`config.mk`:
```
export PLATFORM = sky130hd
export DESIGN_NAME = one_wire_bus_master
export DESIGN_NICKNAME = d
export VERILOG_FILES = /design/src/sv/owbm_pkg.sv /design/src/sv/one_wire_bus_master.sv /design/src/sv/owbm_csr.sv /design/src/sv/owbm_core.sv
export SDC_FILE = /design/constraint.sdc
export NUM_CORES = 1
export LEC_CHECK = 0
export BUFFER_PORTS_ARGS = -buffer_cell sky130_fd_sc_hd__buf_2
export CAP_MARGIN = 20
export CORE_AREA = 4 4 185 187
export DETAILED_ROUTE_END_ITERATION = 10
export DIE_AREA = 0 0 189 191
export PLACE_DENSITY = 0.44
export SLEW_MARGIN = 40
export SYNTH_ARGS = -nofsm -noshare
export SYNTH_HDL_FRONTEND = slang
export SYNTH_SLANG_ARGS = --single-unit
```
`constraint.sdc`:
```
create_clock -name clock -period 11.7 [get_ports clock]
set_input_delay 0 -clock clock [delete_from_list [all_inputs] [get_ports clock]]
set_output_delay 0 -clock clock [all_outputs]
set_load 0.05 [all_outputs]
```
`src/sv/owbm_pkg.sv`:
```
// shared types, codes and helpers for the 1-wire bus master
package owbm_pkg;

   localparam int BITS_PER_BYTE = 8;
   localparam int CNT_W         = 10;
   localparam int CSR_IDX_W     = 3;
   localparam int CSR_DATA_W    = 10;

   // configuration register indexes
   localparam logic [CSR_IDX_W-1:0] CSR_RESET_LOW      = 3'd0;
   localparam logic [CSR_IDX_W-1:0] CSR_PRESENCE_SAMPLE = 3'd1;
   localparam logic [CSR_IDX_W-1:0] CSR_RESET_TAIL     = 3'd2;
   localparam logic [CSR_IDX_W-1:0] CSR_SHORT_LOW      = 3'd3;
   localparam logic [CSR_IDX_W-1:0] CSR_LONG_LOW       = 3'd4;
   localparam logic [CSR_IDX_W-1:0] CSR_READ_SAMPLE    = 3'd5;
   localparam logic [CSR_IDX_W-1:0] CSR_SLOT           = 3'd6;

   // request operation codes
   localparam logic [2:0] OP_TICK       = 3'd0;
   localparam logic [2:0] OP_RESET      = 3'd1;
   localparam logic [2:0] OP_SEND       = 3'd2;
   localparam logic [2:0] OP_RECV       = 3'd3;
   localparam logic [2:0] OP_CONVERT    = 3'd4;
   localparam logic [2:0] OP_READ_TEMP  = 3'd5;

   // rom command bytes
   localparam logic [7:0] CMD_SKIP_ROM   = 8'hCC;
   localparam logic [7:0] CMD_CONVERT_T  = 8'h44;
   localparam logic [7:0] CMD_READ_SCRATCH = 8'hBE;

   typedef struct packed {
      logic [9:0] reset_low_us;
      logic [7:0] presence_sample_us;
      logic [9:0] reset_tail_us;
      logic [5:0] short_low_us;
      logic [7:0] long_low_us;
      logic [5:0] read_sample_us;
      logic [7:0] slot_us;
   } cfg_type;

   typedef struct packed {
      logic        drive_low;
      logic        busy_res;
      logic        done_res;
      logic        presence_level;
      logic [7:0]  rx_byte;
      logic [15:0] temperature_word;
   } res_type;

   // a zero timing value behaves as one microsecond
   function automatic logic [CNT_W-1:0] dur(input logic [CNT_W-1:0] v);
      dur = (v == '0) ? CNT_W'(1) : v;
   endfunction

endpackage

```
`src/sv/one_wire_bus_master.sv`:
```
// 1-wire bus master top level
//
// Every request beat is one microsecond of bus time: req_op selects a tick
// (0), bus reset (1), send byte (2), receive byte (3), start conversion (4)
// or read temperature (5); req_line_level is the bus level seen during that
// microsecond. A command starting while another runs is treated as a tick.
// Each request beat yields exactly one response beat with the drive level,
// busy and done flags, the presence sample, the receive shift register and
// the last temperature word.
// The accept edge loads the input register; the sequencer step then loads
// the result register and sets response valid once that register is free
// or being taken, so a stall on rsp_ready can hold the beat between them.
// Throughput is one beat per cycle while the receiver keeps rsp_ready high;
// while a result waits, the input register still takes a beat if empty.
// When the receiver holds rsp_ready low, the result register holds and
// req_ready drops once the input register is also full; no beat is lost.
// Synchronous reset empties both registers, idles the sequencer and loads
// the default slot timings; the csr_ port writes a timing register, and the
// user must use it only while no beat is in flight, unchecked by the block.
module one_wire_bus_master
   import owbm_pkg::*;
(
   input  logic                  clock,
   input  logic                  reset,
   input  logic                  req_valid,
   output logic                  req_ready,
   input  logic [2:0]            req_op,
   input  logic [7:0]            req_tx_byte,
   input  logic                  req_line_level,
   output logic                  rsp_valid,
   input  logic                  rsp_ready,
   output logic                  rsp_drive_low,
   output logic                  rsp_busy_res,
   output logic                  rsp_done_res,
   output logic                  rsp_presence_level,
   output logic [7:0]            rsp_rx_byte,
   output logic [15:0]           rsp_temperature_word,
   input  logic                  csr_write_en,
   input  logic [CSR_IDX_W-1:0]  csr_index,
   input  logic [CSR_DATA_W-1:0] csr_wdata
);

   cfg_type    cfg;
   res_type    res, res_ff;
   logic       in_valid_ff, in_valid_in;
   logic       rsp_valid_ff, rsp_valid_in;
   logic [2:0] op_ff;
   logic [7:0] tx_byte_ff;
   logic       line_level_ff;
   logic       advance, step_en, req_take;

   owbm_csr u_csr (
      .clock        (clock),
      .reset        (reset),
      .csr_write_en (csr_write_en),
      .csr_index    (csr_index),
      .csr_wdata    (csr_wdata),
      .cfg          (cfg)
   );

   owbm_core u_core (
      .clock      (clock),
      .reset      (reset),
      .cfg        (cfg),
      .step_en    (step_en),
      .op         (op_ff),
      .tx_byte    (tx_byte_ff),
      .line_level (line_level_ff),
      .res        (res)
   );

   // pipeline flow control
   assign advance   = !rsp_valid_ff || rsp_ready;
   assign step_en   = in_valid_ff && advance;
   assign req_ready = !in_valid_ff || advance;
   assign req_take  = req_valid && req_ready;

   always_comb begin
      in_valid_in = in_valid_ff;
      if (req_take) in_valid_in = 1'b1;
      else if (step_en) in_valid_in = 1'b0;
      rsp_valid_in = advance ? in_valid_ff : rsp_valid_ff;
   end

   always_ff @(posedge clock) begin
      if (reset) begin
         in_valid_ff  <= 1'b0;
         rsp_valid_ff <= 1'b0;
      end else begin
         in_valid_ff  <= in_valid_in;
         rsp_valid_ff <= rsp_valid_in;
      end
   end

   // input beat register
   always_ff @(posedge clock) begin
      if (req_take) begin
         op_ff         <= req_op;
         tx_byte_ff    <= req_tx_byte;
         line_level_ff <= req_line_level;
      end
   end

   // result beat register
   always_ff @(posedge clock) begin
      if (step_en) res_ff <= res;
   end

   assign rsp_valid            = rsp_valid_ff;
   assign rsp_drive_low        = res_ff.drive_low;
   assign rsp_busy_res         = res_ff.busy_res;
   assign rsp_done_res         = res_ff.done_res;
   assign rsp_presence_level   = res_ff.presence_level;
   assign rsp_rx_byte          = res_ff.rx_byte;
   assign rsp_temperature_word = res_ff.temperature_word;

endmodule

```
`src/sv/owbm_csr.sv`:
```
// timing configuration registers of the 1-wire bus master
module owbm_csr
   import owbm_pkg::*;
(
   input  logic                  clock,
   input  logic                  reset,
   input  logic                  csr_write_en,
   input  logic [CSR_IDX_W-1:0]  csr_index,
   input  logic [CSR_DATA_W-1:0] csr_wdata,
   output cfg_type               cfg
);

   cfg_type cfg_ff, cfg_in;

   // decode the write index
   always_comb begin
      cfg_in = cfg_ff;
      if (csr_write_en) begin
         case (csr_index)
            CSR_RESET_LOW:       cfg_in.reset_low_us       = csr_wdata[9:0];
            CSR_PRESENCE_SAMPLE: cfg_in.presence_sample_us = csr_wdata[7:0];
            CSR_RESET_TAIL:      cfg_in.reset_tail_us      = csr_wdata[9:0];
            CSR_SHORT_LOW:       cfg_in.short_low_us       = csr_wdata[5:0];
            CSR_LONG_LOW:        cfg_in.long_low_us        = csr_wdata[7:0];
            CSR_READ_SAMPLE:     cfg_in.read_sample_us     = csr_wdata[5:0];
            CSR_SLOT:            cfg_in.slot_us            = csr_wdata[7:0];
            default:             cfg_in = cfg_ff;
         endcase
      end
   end

   always_ff @(posedge clock) begin
      if (reset) begin
         cfg_ff.reset_low_us       <= 10'd480;
         cfg_ff.presence_sample_us <= 8'd70;
         cfg_ff.reset_tail_us      <= 10'd410;
         cfg_ff.short_low_us       <= 6'd6;
         cfg_ff.long_low_us        <= 8'd60;
         cfg_ff.read_sample_us     <= 6'd9;
         cfg_ff.slot_us            <= 8'd70;
      end else begin
         cfg_ff <= cfg_in;
      end
   end

   assign cfg = cfg_ff;

endmodule

```
`src/sv/owbm_core.sv`:
```
// bus sequencer: one microsecond of bus time per step
module owbm_core
   import owbm_pkg::*;
(
   input  logic       clock,
   input  logic       reset,
   input  cfg_type    cfg,
   input  logic       step_en,
   input  logic [2:0] op,
   input  logic [7:0] tx_byte,
   input  logic       line_level,
   output res_type    res
);

   localparam logic [2:0] PH_IDLE     = 3'd0;
   localparam logic [2:0] PH_RST_LOW  = 3'd1;
   localparam logic [2:0] PH_RST_REL  = 3'd2;
   localparam logic [2:0] PH_RST_TAIL = 3'd3;
   localparam logic [2:0] PH_WRITE    = 3'd4;
   localparam logic [2:0] PH_READ     = 3'd5;

   localparam logic [2:0] LAST_BIT = 3'(BITS_PER_BYTE - 1);

   logic [2:0]       phase_ff, phase_in;
   logic [CNT_W-1:0] us_counter_ff, us_counter_in;
   logic [2:0]       bit_index_ff, bit_index_in;
   logic [7:0]       shift_out_ff, shift_out_in;
   logic [7:0]       shift_in_ff, shift_in_in;
   logic [2:0]       sequence_step_ff, sequence_step_in;
   logic [2:0]       command_kind_ff, command_kind_in;
   logic [7:0]       low_byte_hold_ff, low_byte_hold_in;
   logic             presence_hold_ff, presence_hold_in;
   logic [15:0]      temperature_hold_ff, temperature_hold_in;

   logic             drive, busy, done, part_end;
   logic [CNT_W-1:0] cnt_inc, slot_len, low_len, sample_at;

   // next state for one microsecond
   always_comb begin
      phase_in            = phase_ff;
      us_counter_in       = us_counter_ff;
      bit_index_in        = bit_index_ff;
      shift_out_in        = shift_out_ff;
      shift_in_in         = shift_in_ff;
      sequence_step_in    = sequence_step_ff;
      command_kind_in     = command_kind_ff;
      low_byte_hold_in    = low_byte_hold_ff;
      presence_hold_in    = presence_hold_ff;
      temperature_hold_in = temperature_hold_ff;
      drive    = 1'b0;
      busy     = 1'b0;
      done     = 1'b0;
      part_end = 1'b0;

      slot_len  = dur({2'b00, cfg.slot_us});
      sample_at = dur({4'b0000, cfg.short_low_us}) + dur({4'b0000, cfg.read_sample_us});
      if (sample_at > slot_len - CNT_W'(1)) sample_at = slot_len - CNT_W'(1);

      // command start from idle
      if (phase_ff == PH_IDLE && op >= OP_RESET && op <= OP_READ_TEMP) begin
         command_kind_in  = op;
         sequence_step_in = 3'd0;
         us_counter_in    = '0;
         if (op == OP_SEND) begin
            phase_in     = PH_WRITE;
            bit_index_in = 3'd0;
            shift_out_in = tx_byte;
         end else if (op == OP_RECV) begin
            phase_in     = PH_READ;
            bit_index_in = 3'd0;
            shift_in_in  = 8'd0;
         end else begin
            phase_in = PH_RST_LOW;
         end
      end

      cnt_inc = us_counter_in + CNT_W'(1);
      low_len = (phase_in == PH_WRITE && !shift_out_in[0])
                ? dur({2'b00, cfg.long_low_us}) : dur({4'b0000, cfg.short_low_us});

      // one microsecond of the active phase
      case (phase_in)
         PH_RST_LOW: begin
            drive = 1'b1;
            us_counter_in = cnt_inc;
            if (cnt_inc >= dur(cfg.reset_low_us)) begin
               phase_in = PH_RST_REL;
               us_counter_in = '0;
            end
         end
         PH_RST_REL: begin
            us_counter_in = cnt_inc;
            if (cnt_inc >= dur({2'b00, cfg.presence_sample_us})) begin
               phase_in = PH_RST_TAIL;
               us_counter_in = '0;
            end
         end
         PH_RST_TAIL: begin
            if (us_counter_in == '0) presence_hold_in = line_level;
            us_counter_in = cnt_inc;
            if (cnt_inc >= dur(cfg.reset_tail_us)) part_end = 1'b1;
         end
         PH_WRITE, PH_READ: begin
            drive = (us_counter_in < low_len);
            if (phase_in == PH_READ && us_counter_in == sample_at)
               shift_in_in = {line_level, shift_in_in[7:1]};
            us_counter_in = cnt_inc;
            if (cnt_inc >= slot_len) begin
               us_counter_in = '0;
               if (phase_in == PH_WRITE) shift_out_in = {1'b0, shift_out_in[7:1]};
               if (bit_index_in == LAST_BIT) part_end = 1'b1;
               else bit_index_in = bit_index_in + 3'd1;
            end
         end
         default: begin
         end
      endcase
      busy = (phase_in != PH_IDLE);

      // advance through the composite command sequence
      if (part_end) begin
         done = 1'b1;
         if (command_kind_in == OP_CONVERT && sequence_step_in < 3'd2) begin
            done         = 1'b0;
            phase_in     = PH_WRITE;
            us_counter_in = '0;
            bit_index_in = 3'd0;
            shift_out_in = (sequence_step_in == 3'd0) ? CMD_SKIP_ROM : CMD_CONVERT_T;
            sequence_step_in = sequence_step_in + 3'd1;
         end else if (command_kind_in == OP_READ_TEMP && sequence_step_in < 3'd4) begin
            done          = 1'b0;
            us_counter_in = '0;
            bit_index_in  = 3'd0;
            if (sequence_step_in < 3'd2) begin
               phase_in     = PH_WRITE;
               shift_out_in = (sequence_step_in == 3'd0) ? CMD_SKIP_ROM : CMD_READ_SCRATCH;
            end else begin
               if (sequence_step_in == 3'd3) low_byte_hold_in = shift_in_in;
               phase_in    = PH_READ;
               shift_in_in = 8'd0;
            end
            sequence_step_in = sequence_step_in + 3'd1;
         end else begin
            if (command_kind_in == OP_READ_TEMP)
               temperature_hold_in = {shift_in_in, low_byte_hold_in};
            phase_in         = PH_IDLE;
            us_counter_in    = '0;
            sequence_step_in = 3'd0;
         end
      end
   end

   always_ff @(posedge clock) begin
      if (reset) begin
         phase_ff            <= PH_IDLE;
         us_counter_ff       <= '0;
         bit_index_ff        <= 3'd0;
         shift_out_ff        <= 8'd0;
         shift_in_ff         <= 8'd0;
         sequence_step_ff    <= 3'd0;
         command_kind_ff     <= 3'd0;
         low_byte_hold_ff    <= 8'd0;
         presence_hold_ff    <= 1'b1;
         temperature_hold_ff <= 16'd0;
      end else if (step_en) begin
         phase_ff            <= phase_in;
         us_counter_ff       <= us_counter_in;
         bit_index_ff        <= bit_index_in;
         shift_out_ff        <= shift_out_in;
         shift_in_ff         <= shift_in_in;
         sequence_step_ff    <= sequence_step_in;
         command_kind_ff     <= command_kind_in;
         low_byte_hold_ff    <= low_byte_hold_in;
         presence_hold_ff    <= presence_hold_in;
         temperature_hold_ff <= temperature_hold_in;
      end
   end

   // result of this microsecond
   assign res.drive_low        = drive;
   assign res.busy_res         = busy;
   assign res.done_res         = done;
   assign res.presence_level   = presence_hold_in;
   assign res.rx_byte          = shift_in_in;
   assign res.temperature_word = temperature_hold_in;

endmodule

```
==> flow_metrics.env, run 1 <==
export IMPL_status="complete, no violations"
export IMPL_synth_top_cell_by_area="dfxtp_1"
export IMPL_power_internal_w=0.000933
export IMPL_switchingPower_w=0.000370
export IMPL_synthDistinctLibCells=92
export IMPL_cts_sinks=161
export IMPL_maxCapViolCount=0
export IMPL_hold_path_class="primary input to flip-flop"
export IMPL_cp_slowest_stage_delay_ns=0.66
export IMPL_synth_cell_area_mm2=0.00962
export IMPL_htree_levels=4
export IMPL_p_seq_share_pct=46.0
export IMPL_critical_path_slowest_cell="o21ai_0"
export IMPL_critPathRequiredTime_ns=12.04
export IMPL_cp_max_fo=32
export IMPL_avgRoutedWirePerCell_um=17.4
export IMPL_crit_family="compound AO/OA/AOI/OAI gates"
export IMPL_fin_crit_ns=5.03
export IMPL_grt_pass1_wl_um=44300
export IMPL_tns_ns=0
export IMPL_vias=8058
export IMPL_yosysSeqAreaShare_pct=37.7
export IMPL_clkTransAtPathRegs_ns=0.07
export IMPL_cts_root_buf="clkbuf_16"
export IMPL_gp_congestion=0.855
export IMPL_pwr_share_clk_pct=41.5
export IMPL_area_growth_pct=15.6
export IMPL_final_hold_violation_count=0
export IMPL_drive_gt1_share_pct=13.0
export IMPL_min_from="csr_index[2]"
export IMPL_fill_cells=3382
export IMPL_diodes=0
export IMPL_worst_pin_slew_ns=0.803
export IMPL_path_class="flip-flop to flip-flop"
export IMPL_power_total_w=0.00130
export IMPL_numPortBuffers=59
export IMPL_fp_dieH_um=191
export IMPL_reg2reg_from="op_ff[1]$_DFFE_PP_"
export IMPL_setup_viol=0
export IMPL_nets=1229
export IMPL_synth_area_leaders="dfxtp_1 (25%), edfxtp_1 (12%), ha_1 (8.2%)"
export IMPL_p_per_area_mw_per_mm2=117
export IMPL_final_util_pct=34.2
export IMPL_synth_top_area_share_pct=25.2
export IMPL_grt_max_degree=83
export IMPL_wl_um=27700
export IMPL_cts_max_path_buffers=2
export IMPL_post_cts_setup_buffers=0
export IMPL_ys_seq_elements=161
export IMPL_io_pins=60
export IMPL_synth_edff_count=40
export IMPL_grt_usage_pct=15.5
export IMPL_end_kind="flip-flop"
export IMPL_fin_crit_sh_pct=43.0
export IMPL_grt_ovfl_total=0
export IMPL_rsz0062_at_grt="no"
export IMPL_row_count=66
export IMPL_report_final_slew_viol_count=0
export IMPL_drc=0
export IMPL_cp_buffers_inverters=2
export IMPL_multi_input_area_mm2=0.00553
export IMPL_synth_avg_cell_area_um2=8.89
export IMPL_ir_drop_mv=0.0951
export IMPL_synth_cells=1081
export IMPL_dr_pass1_iters=5
export IMPL_area_sequential_mm2=0.00362
export IMPL_ant_nets=0
export IMPL_fp_dieW_um=189
export IMPL_instances_no_fill=1590
export IMPL_ys_warnings_count=0
export IMPL_clock_latency_ns=0.45
export IMPL_dp_final_hpwl_um=20300
export IMPL_p_sw_share_pct=28.4
export IMPL_fmax_mhz=199
export IMPL_core_mm2=0.0325
export IMPL_crit_chain="a2111o_4 -> o21ai_0 -> inv_1 -> nand3_1 -> xnor2_1 -> ha_1 -> o21ai_0 -> a32oi_1 -> o31ai_1 -> and2_1 -> nor3_4 -> buf_4 -> mux2_2 -> o21a_1"
export IMPL_ctsResizeCount=0
export IMPL_antenna_found_initial=0
export IMPL_relSlewSlack_pct=45.9
export IMPL_p_comb_share_pct=12.5
export IMPL_critPathLaunchType="flip-flop"
export IMPL_fin_skew_ns=0.0117
export IMPL_vias_per_cell=5.07
export IMPL_cts_tree="done"
export IMPL_critical_path_startpoint="op_ff[1]$_DFFE_PP_"
export IMPL_initialDrtViolationCount=492
export IMPL_cp_common_cell="o21ai_0"
export IMPL_cts_buffers=17
export IMPL_async_reset_ff_share_pct=0
export IMPL_grt_pass1_vias=7812
export IMPL_worstPathArrival_ns=5.38
export IMPL_start_util_pct=29.6
export IMPL_ys_dominant_reg_cell="dfxtp_1"
export IMPL_syn_nets=1175
export IMPL_dpl_cell_count=1531
export IMPL_p_leak_nw=4.37
export IMPL_die_area_mm2=0.0361
==> cell usage after synthesis (13+ instances only) <==
| master | count |
|---|---|
| a211o_1 | 22 |
| a211oi_1 | 19 |
| a21oi_1 | 75 |
| a31oi_1 | 19 |
| a32oi_1 | 14 |
| and2_1 | 14 |
| buf_2 | 13 |
| clkbuf_1 | 41 |
| dfxtp_1 | 121 |
| edfxtp_1 | 40 |
| ha_1 | 63 |
| inv_1 | 57 |
| mux2i_1 | 29 |
| nand2_1 | 104 |
| nand3_1 | 37 |
| nor2_1 | 117 |
| nor2b_1 | 15 |
| nor3_1 | 32 |
| o21a_1 | 13 |
| o21ai_0 | 31 |
| xnor2_1 | 13 |
==> final cells by class <==
class | instances | area share [%]
clock buffer | 20 | 4.12
clock inverter | 12 | 0.878
inverter | 58 | 1.96
multi-input combinational | 802 | 49.7
sequential | 161 | 32.6
tap | 442 | 4.98
timing repair buffer | 95 | 5.73
==> worst reg2reg max path, delay by kind of cell (launching register included) <==
| kind | cells | cell delay [ns] |
|---|---|---|
| adders and majority gates | 1 | 0.35 |
| DFF | 1 | 0.54 |
| xor gates and xnor gates | 1 | 0.19 |
| buffers and inverters | 2 | 0.61 |
| AOI/OAI and AO/OA | 6 | 2.09 |
| muxes | 1 | 0.41 |
| and+or+nand+nor | 3 | 0.76 |
==> registers in the layout (all words and copies together) (netlist names), 3 cells and up <==
register / cells
op_ff: 3
rsp_rx_byte: 8
rsp_temperature_word: 16
tx_byte_ff: 8
u_core.bit_index_ff: 3
u_core.command_kind_ff: 3
u_core.low_byte_hold_ff: 8
u_core.phase_ff: 3
u_core.sequence_step_ff: 3
u_core.shift_in_ff: 8
u_core.shift_out_ff: 8
u_core.temperature_hold_ff: 16
u_core.us_counter_ff: 10
u_csr.cfg: 56
==> power by group through the flow <==
stage | registers (W) | clock network, W | logic, W
2_1_floorplan | 0.000623 | 0 | 0.0000988
3_3_place_gp | 0.000612 | 0 | 0.000157
3_5_place_dp | 0.000613 | 0 | 0.000157
4_1_cts | 0.000600 | 0.000562 | 0.000164
5_1_grt | 0.000602 | 0.000583 | 0.000179
6_report | 0.000600 | 0.000541 | 0.000163
==> final timing paths <==
kind	to	slack (ns)	cells past startpoint
worst max-delay path	u_core.temperature_hold_ff[4]$_SDFFE_PP0P_	6.67	14
worst min-delay path	u_csr.cfg[3]$_SDFFE_PP0P_	0.09	5
worst max register to register	u_core.temperature_hold_ff[4]$_SDFFE_PP0P_	6.67	14
worst min register to register	u_core.command_kind_ff[2]$_SDFFE_PP0P_	0.45	2
==> layer usage <==
layer,global-route usage [%],routed length [um],vias up,share of wire [%]
li1,-,-,4057,-
met2,25.8,13300,112,48
met4,4.82,470,0,1.7
met5,0,0,-,0
met1,20.7,13300,3860,48
met3,2.56,673,29,2.4
==> logic make-up after synthesis <==
family	after synthesis	share of synthesized area [%]
compound gates	275	20.0
xor+xnor	22	2.60
fa+ha+maj	64	8.41
buf+inv	118	5.13
flops	161	37.7
mux	45	5.71
simple gates	396	20.5
==> what timing repair did <==
item,CTS,global route
endpoints found under the hold margin,81,0
setup endpoints to repair,0,0
hold buffers,26,0
==> metrics by stage <==
stage	cell area (um2)	setup slack (ns)	hold slack, ns
after floorplan	9620	7.44	0.0989
after global routing	11100	6.17	0.143
after CTS	11100	6.64	0.0719
final	11100	6.67	0.0926
after detailed placement	10300	6.65	0.179
after global placement	10300	6.43	0.177
==> cells in the final DEF (no fill, tap or decap), types with 12 or more instances in the layout <==
master	netlist	routed
dfxtp_1	121	121
nor2_1	117	117
nand2_1	104	104
a21oi_1	75	75
ha_1	63	63
buf_2	13	58
inv_1	57	57
edfxtp_1	40	40
nand3_1	37	37
o21ai_0	31	31
nor3_1	32	30
mux2i_1	29	29
dlygate4sd3_1	0	26
a211o_1	22	22
a31oi_1	19	19
a211oi_1	19	19
clkbuf_16	0	18
nor2b_1	15	15
a32oi_1	14	14
and2_1	14	14
o21a_1	13	13
xnor2_1	13	13
o21ai_1	12	12
(Power assumes the default switching activity.)
==> inputs of run 2 (changes only) <==
Settings changed: PLACE_DENSITY 0.44 to 0.45.
Clock period 11.7 ns to 4.22 ns, I/O delays scaled along.
==> run 2 against run 1 <==
  * Clock power rose to 2.9 times the previous value
  * Global-route usage rose by 0.79 points
  * Die area stayed put
  * Setup slack worse by 6.6 ns
  * Combinational power rose to 3.4 times the previous value
  * Critical endpoint is now rsp_temperature_word[15]$_DFFE_PP_
  * Largest power group unchanged
==> flow_metrics.env, run 2 (synthesis results as in run 1) <==
export IMPL_cts_sinks=161
export IMPL_p_per_area_mw_per_mm2=298
export IMPL_relSlewSlack_pct=51.3
export IMPL_grt_max_degree=78
export IMPL_wl_met1_um=14000
export IMPL_hold_path_class="primary input to flip-flop"
export IMPL_ant_nets=0
export IMPL_cts_root_buf="clkbuf_16"
export IMPL_grt_pass1_vias=8351
export IMPL_avgRoutedWirePerCell_um=17.2
export IMPL_path_class="flip-flop to flip-flop"
export IMPL_min_delay_path_depth=2
export IMPL_maxCapViolCount=0
export IMPL_fin_crit_sh_pct=98.5
export IMPL_largest_reg_flops=56
export IMPL_end_kind="flip-flop"
export IMPL_area_sequential_mm2=0.00363
export IMPL_clkTransAtPathRegs_ns=0.07
export IMPL_cp_max_fo=6
export IMPL_io_pins=60
export IMPL_area_growth_pct=32.8
export IMPL_top_layer="met4"
export IMPL_nets=1367
export IMPL_wl_um=29800
export IMPL_ir_drop_mv=0.322
export IMPL_dp_final_hpwl_um=21800
export IMPL_fmax_mhz=241
export IMPL_reg2reg_depth=18
export IMPL_wl_met3_um=828
export IMPL_vias=8631
export IMPL_fin_crit_ns=4.16
export IMPL_ff2ff_setup_slack_ns=0.06
export IMPL_p_leak_nw=5.14
export IMPL_drive_gt1_share_pct=28.2
export IMPL_final_cell_mix="buf_4 (140), nor2_1 (114), dfxtp_1 (113), nand2_1 (104), a21oi_1 (71)"
export IMPL_drc=0
export IMPL_final_util_pct=39.4
export IMPL_gp_congestion=0.863
export IMPL_critPathLaunchType="flip-flop"
export IMPL_min_to="u_core.sequence_step_ff[0]$_SDFFE_PP0P_"
export IMPL_die_area_mm2=0.0361
export IMPL_report_final_slew_viol_count=0
export IMPL_final_hold_violation_count=0
export IMPL_wl_met2_um=14300
export IMPL_worstPathArrival_ns=4.36
export IMPL_core_mm2=0.0325
export IMPL_setup_viol=0
export IMPL_dr_pass1_iters=5
export IMPL_fp_dieW_um=189
export IMPL_reg2reg_from="u_csr.cfg[26]$_SDFFE_PP0P_"
export IMPL_rsz0062_at_grt="yes"
export IMPL_antenna_found_initial=0
export IMPL_grt_usage_pct=16.3
export IMPL_cts_max_path_buffers=2
export IMPL_fin_skew_ns=0.0111
export IMPL_place_ws_ns=-0.189
export IMPL_grt_pass1_wl_um=46400
export IMPL_min_from="reset"
export IMPL_cts_buffers=17
export IMPL_cts_tree="done"
export IMPL_setup_ws_ns=0.0646
export IMPL_worstReg2RegEnd="rsp_temperature_word[15]$_DFFE_PP_"
export IMPL_final_common_cell="buf_4"
export IMPL_status="complete, no violations"
export IMPL_htree_levels=4
export IMPL_holdWs_ns=0.0158
export IMPL_initialDrtViolationCount=503
export IMPL_start_util_pct=29.6
export IMPL_fill_cells=3268
export IMPL_worst_pin_slew_ns=0.726
export IMPL_numPortBuffers=59
export IMPL_row_count=66
export IMPL_diodes=0
export IMPL_vias_per_cell=4.99
export IMPL_fp_dieH_um=191
export IMPL_critPathRequiredTime_ns=4.42
export IMPL_clock_latency_ns=0.45
export IMPL_grt_ovfl_total=0
export IMPL_multi_input_area_mm2=0.00600
## run 2: power by group
group / internal, W / total (W) / switching [W]
Clock: 0.000872 / 0.00158 / 0.000712
Combinational: 0.000229 / 0.000562 / 0.000333
Sequential: 0.00163 / 0.00165 / 0.0000249
## run 2: cell type report
class                      count  area share (%)
clock buffer                  20            3.65
clock inverter                12           0.941
inverter                      58            1.70
multi-input combinational    802            47.0
sequential                   161            28.5
tap                          442            4.33
timing repair buffer         233            13.9
## run 2: per-stage QoR
stage | instance area [um2] | cells | power [W] | TNS [ns]
global route | 12800 | 1728 | 0.00396 | -0.516
floorplan | 9620 | 1081 | 0.00200 | 0
global placement | 11200 | 1653 | 0.00219 | -2.63
finish | 12800 | 1728 | 0.00380 | 0
CTS | 12200 | 1719 | 0.00382 | -0.0168
detailed placement | 11200 | 1653 | 0.00219 | -4.98
## run 2: worst max-delay path by stage
stage	from	endpoint	slack (ns)	cells past startpoint
finish	u_csr.cfg[26]$_SDFFE_PP0P_	rsp_temperature_word[15]$_DFFE_PP_	0.06	18
global route	u_csr.cfg[26]$_SDFFE_PP0P_	rsp_temperature_word[15]$_DFFE_PP_	-0.07	19
CTS	u_csr.cfg[23]$_SDFFE_PP1P_	rsp_rx_byte[7]$_DFFE_PP_	-0.007	19
detailed placement	op_ff[1]$_DFFE_PP_	u_core.temperature_hold_ff[0]$_SDFFE_PP0P_	-0.19	18
global placement	op_ff[1]$_DFFE_PP_	u_core.temperature_hold_ff[5]$_SDFFE_PP0P_	-0.12	18
floorplan	op_ff[1]$_DFFE_PP_	rsp_temperature_word[15]$_DFFE_PP_	0.009	19
## run 2: timing repair
item,4_1_cts,5_1_grt
endpoints found under the setup margin,61,81
cloned,0,2
hold buffers,25,0
setup buffers,9,8
pin swaps,5,42
hold endpoints to repair,68,0
resized for setup,14,87
## run 2: metal layers
layer | track usage (%) | vias up
li1 | - | 4335
met1 | 21.4 | 4139
met2 | 27.2 | 123
met3 | 2.87 | 34
met4 | 5.58 | 0
met5 | 0 | -
## run 2: worst max-delay path, stage by stage (launching register included)
cell,delay [ns]
dfxtp_2,0.33
or4_4,0.54
o21bai_4,0.19
ha_4,0.19
fa_2,0.23
a211oi_1,0.09
o21bai_1,0.20
and2_4,0.19
ha_4,0.20
nand3_2,0.07
a2bb2o_4,0.22
a221oi_4,0.28
nand2_2,0.12
nor4bb_4,0.19
o21ai_4,0.24
buf_12,0.19
mux2i_4,0.25
buf_6,0.14
a21oi_2,0.05
==> inputs of run 3 (changes only) <==
Settings changed: CORE_AREA 4 4 185 187 to 4 4 204 146, DIE_AREA 0 0 189 191 to 0 0 208 150, PLACE_DENSITY 0.45 to 0.51.
==> run 3 against run 2 <==
  * Clock-buffer cell count increased by 1
  * Clock power about the same
  * Via count increased by 0.57%
  * Final area decreased by 3.0%
  * Register-to-register slack improved by 0.06 ns
  * Routed wire length decreased by 2.6%
  * Setup slack improved by 0.058 ns
  * Sequential cell count unchanged
  * Final cell count decreased by 5.4%
  * Critical endpoint is now rsp_temperature_word[9]$_DFFE_PP_
  * Die area decreased by 14%
  * Global-route usage increased by 2.2 points
==> flow_metrics.env, run 3 (synthesis results as in run 1) <==
export IMPL_p_sw_share_pct=27.5
export IMPL_fp_dieW_um=208
export IMPL_power_internal_w=0.00275
export IMPL_clock_latency_ns=0.44
export IMPL_io_pins=60
export IMPL_pwr_share_clk_pct=41.7
export IMPL_ir_drop_mv=0.293
export IMPL_rsz0062_at_grt="yes"
export IMPL_fin_crit_sh_pct=97.1
export IMPL_hold_path_class="primary input to flip-flop"
export IMPL_ff2ff_setup_slack_ns=0.12
export IMPL_core_mm2=0.0277
export IMPL_grt_ovfl_total=0
export IMPL_fin_skew_ns=0.00763
export IMPL_crit_chain="or4_1 -> o21bai_1 -> ha_2 -> fa_2 -> a211oi_2 -> o21bai_2 -> and2_4 -> ha_4 -> nand3_2 -> a2bb2o_4 -> a221oi_4 -> nand2_2 -> nor4bb_4 -> o21ai_4 -> buf_12 -> mux2i_2 -> a21oi_1"
export IMPL_gp_congestion=0.916
export IMPL_p_seq_share_pct=43.7
export IMPL_critical_path_slowest_cell="or4_1"
export IMPL_cts_sinks=161
export IMPL_maxCapViolCount=0
export IMPL_final_hold_violation_count=0
export IMPL_cp_buffers_inverters=1
export IMPL_cp_max_fo=5
export IMPL_p_comb_share_pct=14.5
export IMPL_worstPathArrival_ns=4.28
export IMPL_final_common_cell="buf_4"
export IMPL_relSlewSlack_pct=48.6
export IMPL_grt_max_degree=61
export IMPL_drive_gt1_share_pct=25.5
export IMPL_switchingPower_w=0.00104
export IMPL_vias_per_cell=5.31
export IMPL_p_per_area_mw_per_mm2=306
export IMPL_fmax_mhz=244
export IMPL_die_area_mm2=0.0312
export IMPL_p_leak_nw=5.04
export IMPL_final_util_pct=44.7
export IMPL_row_count=51
export IMPL_diodes=0
export IMPL_place_area_mm2=0.0110
export IMPL_grt_pass1_vias=8056
export IMPL_crit_family="compound AO/OA/AOI/OAI gates"
export IMPL_clkTransAtPathRegs_ns=0.07
export IMPL_worst_pin_slew_ns=0.769
export IMPL_grt_usage_pct=18.5
export IMPL_place_ws_ns=-0.284
export IMPL_cp_slowest_stage_delay_ns=0.49
export IMPL_wl_um=29000
export IMPL_fp_dieH_um=150
export IMPL_end_kind="flip-flop"
export IMPL_report_final_slew_viol_count=0
export IMPL_critPathRequiredTime_ns=4.41
export IMPL_setup_ws_ns=0.122
export IMPL_grt_pass1_wl_um=46100
export IMPL_vias=8680
export IMPL_critPathLaunchType="flip-flop"
export IMPL_final_cell_mix="buf_4 (120), dfxtp_1 (119), nor2_1 (111), nand2_1 (102), a21oi_1 (69)"
export IMPL_cts_buffers=17
export IMPL_holdWs_ns=0.0854
export IMPL_path_class="flip-flop to flip-flop"
export IMPL_avgRoutedWirePerCell_um=17.7
export IMPL_largest_reg_flops=56
export IMPL_final_area_mm2=0.0124
export IMPL_nets=1345
export IMPL_fin_crit_ns=4.10
export IMPL_area_growth_pct=28.8
export IMPL_setup_viol=0
export IMPL_drc=0
export IMPL_cts_tree="done"
export IMPL_status="complete, no violations"
export IMPL_htree_levels=4
export IMPL_numPortBuffers=59
export IMPL_dr_pass1_iters=5
export IMPL_initialDrtViolationCount=746
export IMPL_dp_final_hpwl_um=21200
export IMPL_antenna_found_initial=0
export IMPL_cts_max_path_buffers=2
export IMPL_start_util_pct=34.7
export IMPL_cts_root_buf="clkbuf_16"
export IMPL_ant_nets=0
[run 3: repair_timing]
action                                  CTS  global route
endpoints found under the setup margin   53            81
hold buffers                             25             0
endpoints found under the hold margin    68             0
setup buffers                            15             8
cloned                                    1             1
resized for setup                        27            54
pin swaps                                10            35
[run 3: through the flow]
step	cells	setup TNS [ns]	power [W]
2_1_floorplan	1081	0	0.00200
3_3_place_gp	1555	-4.49	0.00217
3_5_place_dp	1555	-5.82	0.00217
4_1_cts	1628	0	0.00379
6_report	1635	0	0.00379
5_1_grt	1635	-1.79	0.00394
[run 3: power groups by stage]
stage          Clock (W)  Combinational [W]  Sequential, W
5_1_grt          0.00168           0.000600        0.00166
4_1_cts          0.00161           0.000526        0.00166
3_3_place_gp           0           0.000483        0.00169
3_5_place_dp           0           0.000486        0.00169
2_1_floorplan          0           0.000274        0.00173
6_report         0.00158           0.000551        0.00166
[run 3: worst paths after layout]
check / start / to / depth (start not counted)
max: u_csr.cfg[12]$_SDFFE_PP0P_ / rsp_temperature_word[9]$_DFFE_PP_ / 17
max reg2reg: u_csr.cfg[12]$_SDFFE_PP0P_ / rsp_temperature_word[9]$_DFFE_PP_ / 17
min reg2reg: u_core.command_kind_ff[2]$_SDFFE_PP0P_ / u_core.command_kind_ff[2]$_SDFFE_PP0P_ / 2
min: csr_index[2] / u_csr.cfg[3]$_SDFFE_PP0P_ / 5
[run 3: layout make-up]
class,instances,area (um2)
Clock inverter,11,129
Fill cell,2723,15300
Inverter,58,218
Sequential cell,161,3630
Clock buffer,21,450
Timing Repair Buffer,211,1600
Tap cell,371,464
Multi-Input combinational cell,802,5900
[run 3: routing by layer]
layer / share of wire [%] / global-route usage [%] / vias to the layer above / routed length (um)
li1: - / - / 4298 / -
met1: 53 / 29.8 / 4134 / 15500
met2: 41 / 25.9 / 235 / 11800
met3: 5.3 / 3.04 / 13 / 1550
met4: 0.60 / 3.35 / 0 / 173
met5: 0 / 0 / - / 0
[run 3: worst min-delay path: stages]
cell and delay [ns]:
buf_2 0.12, nand2_1 0.07, nor2_1 0.13, nand2_1 0.10, a21oi_1 0.05
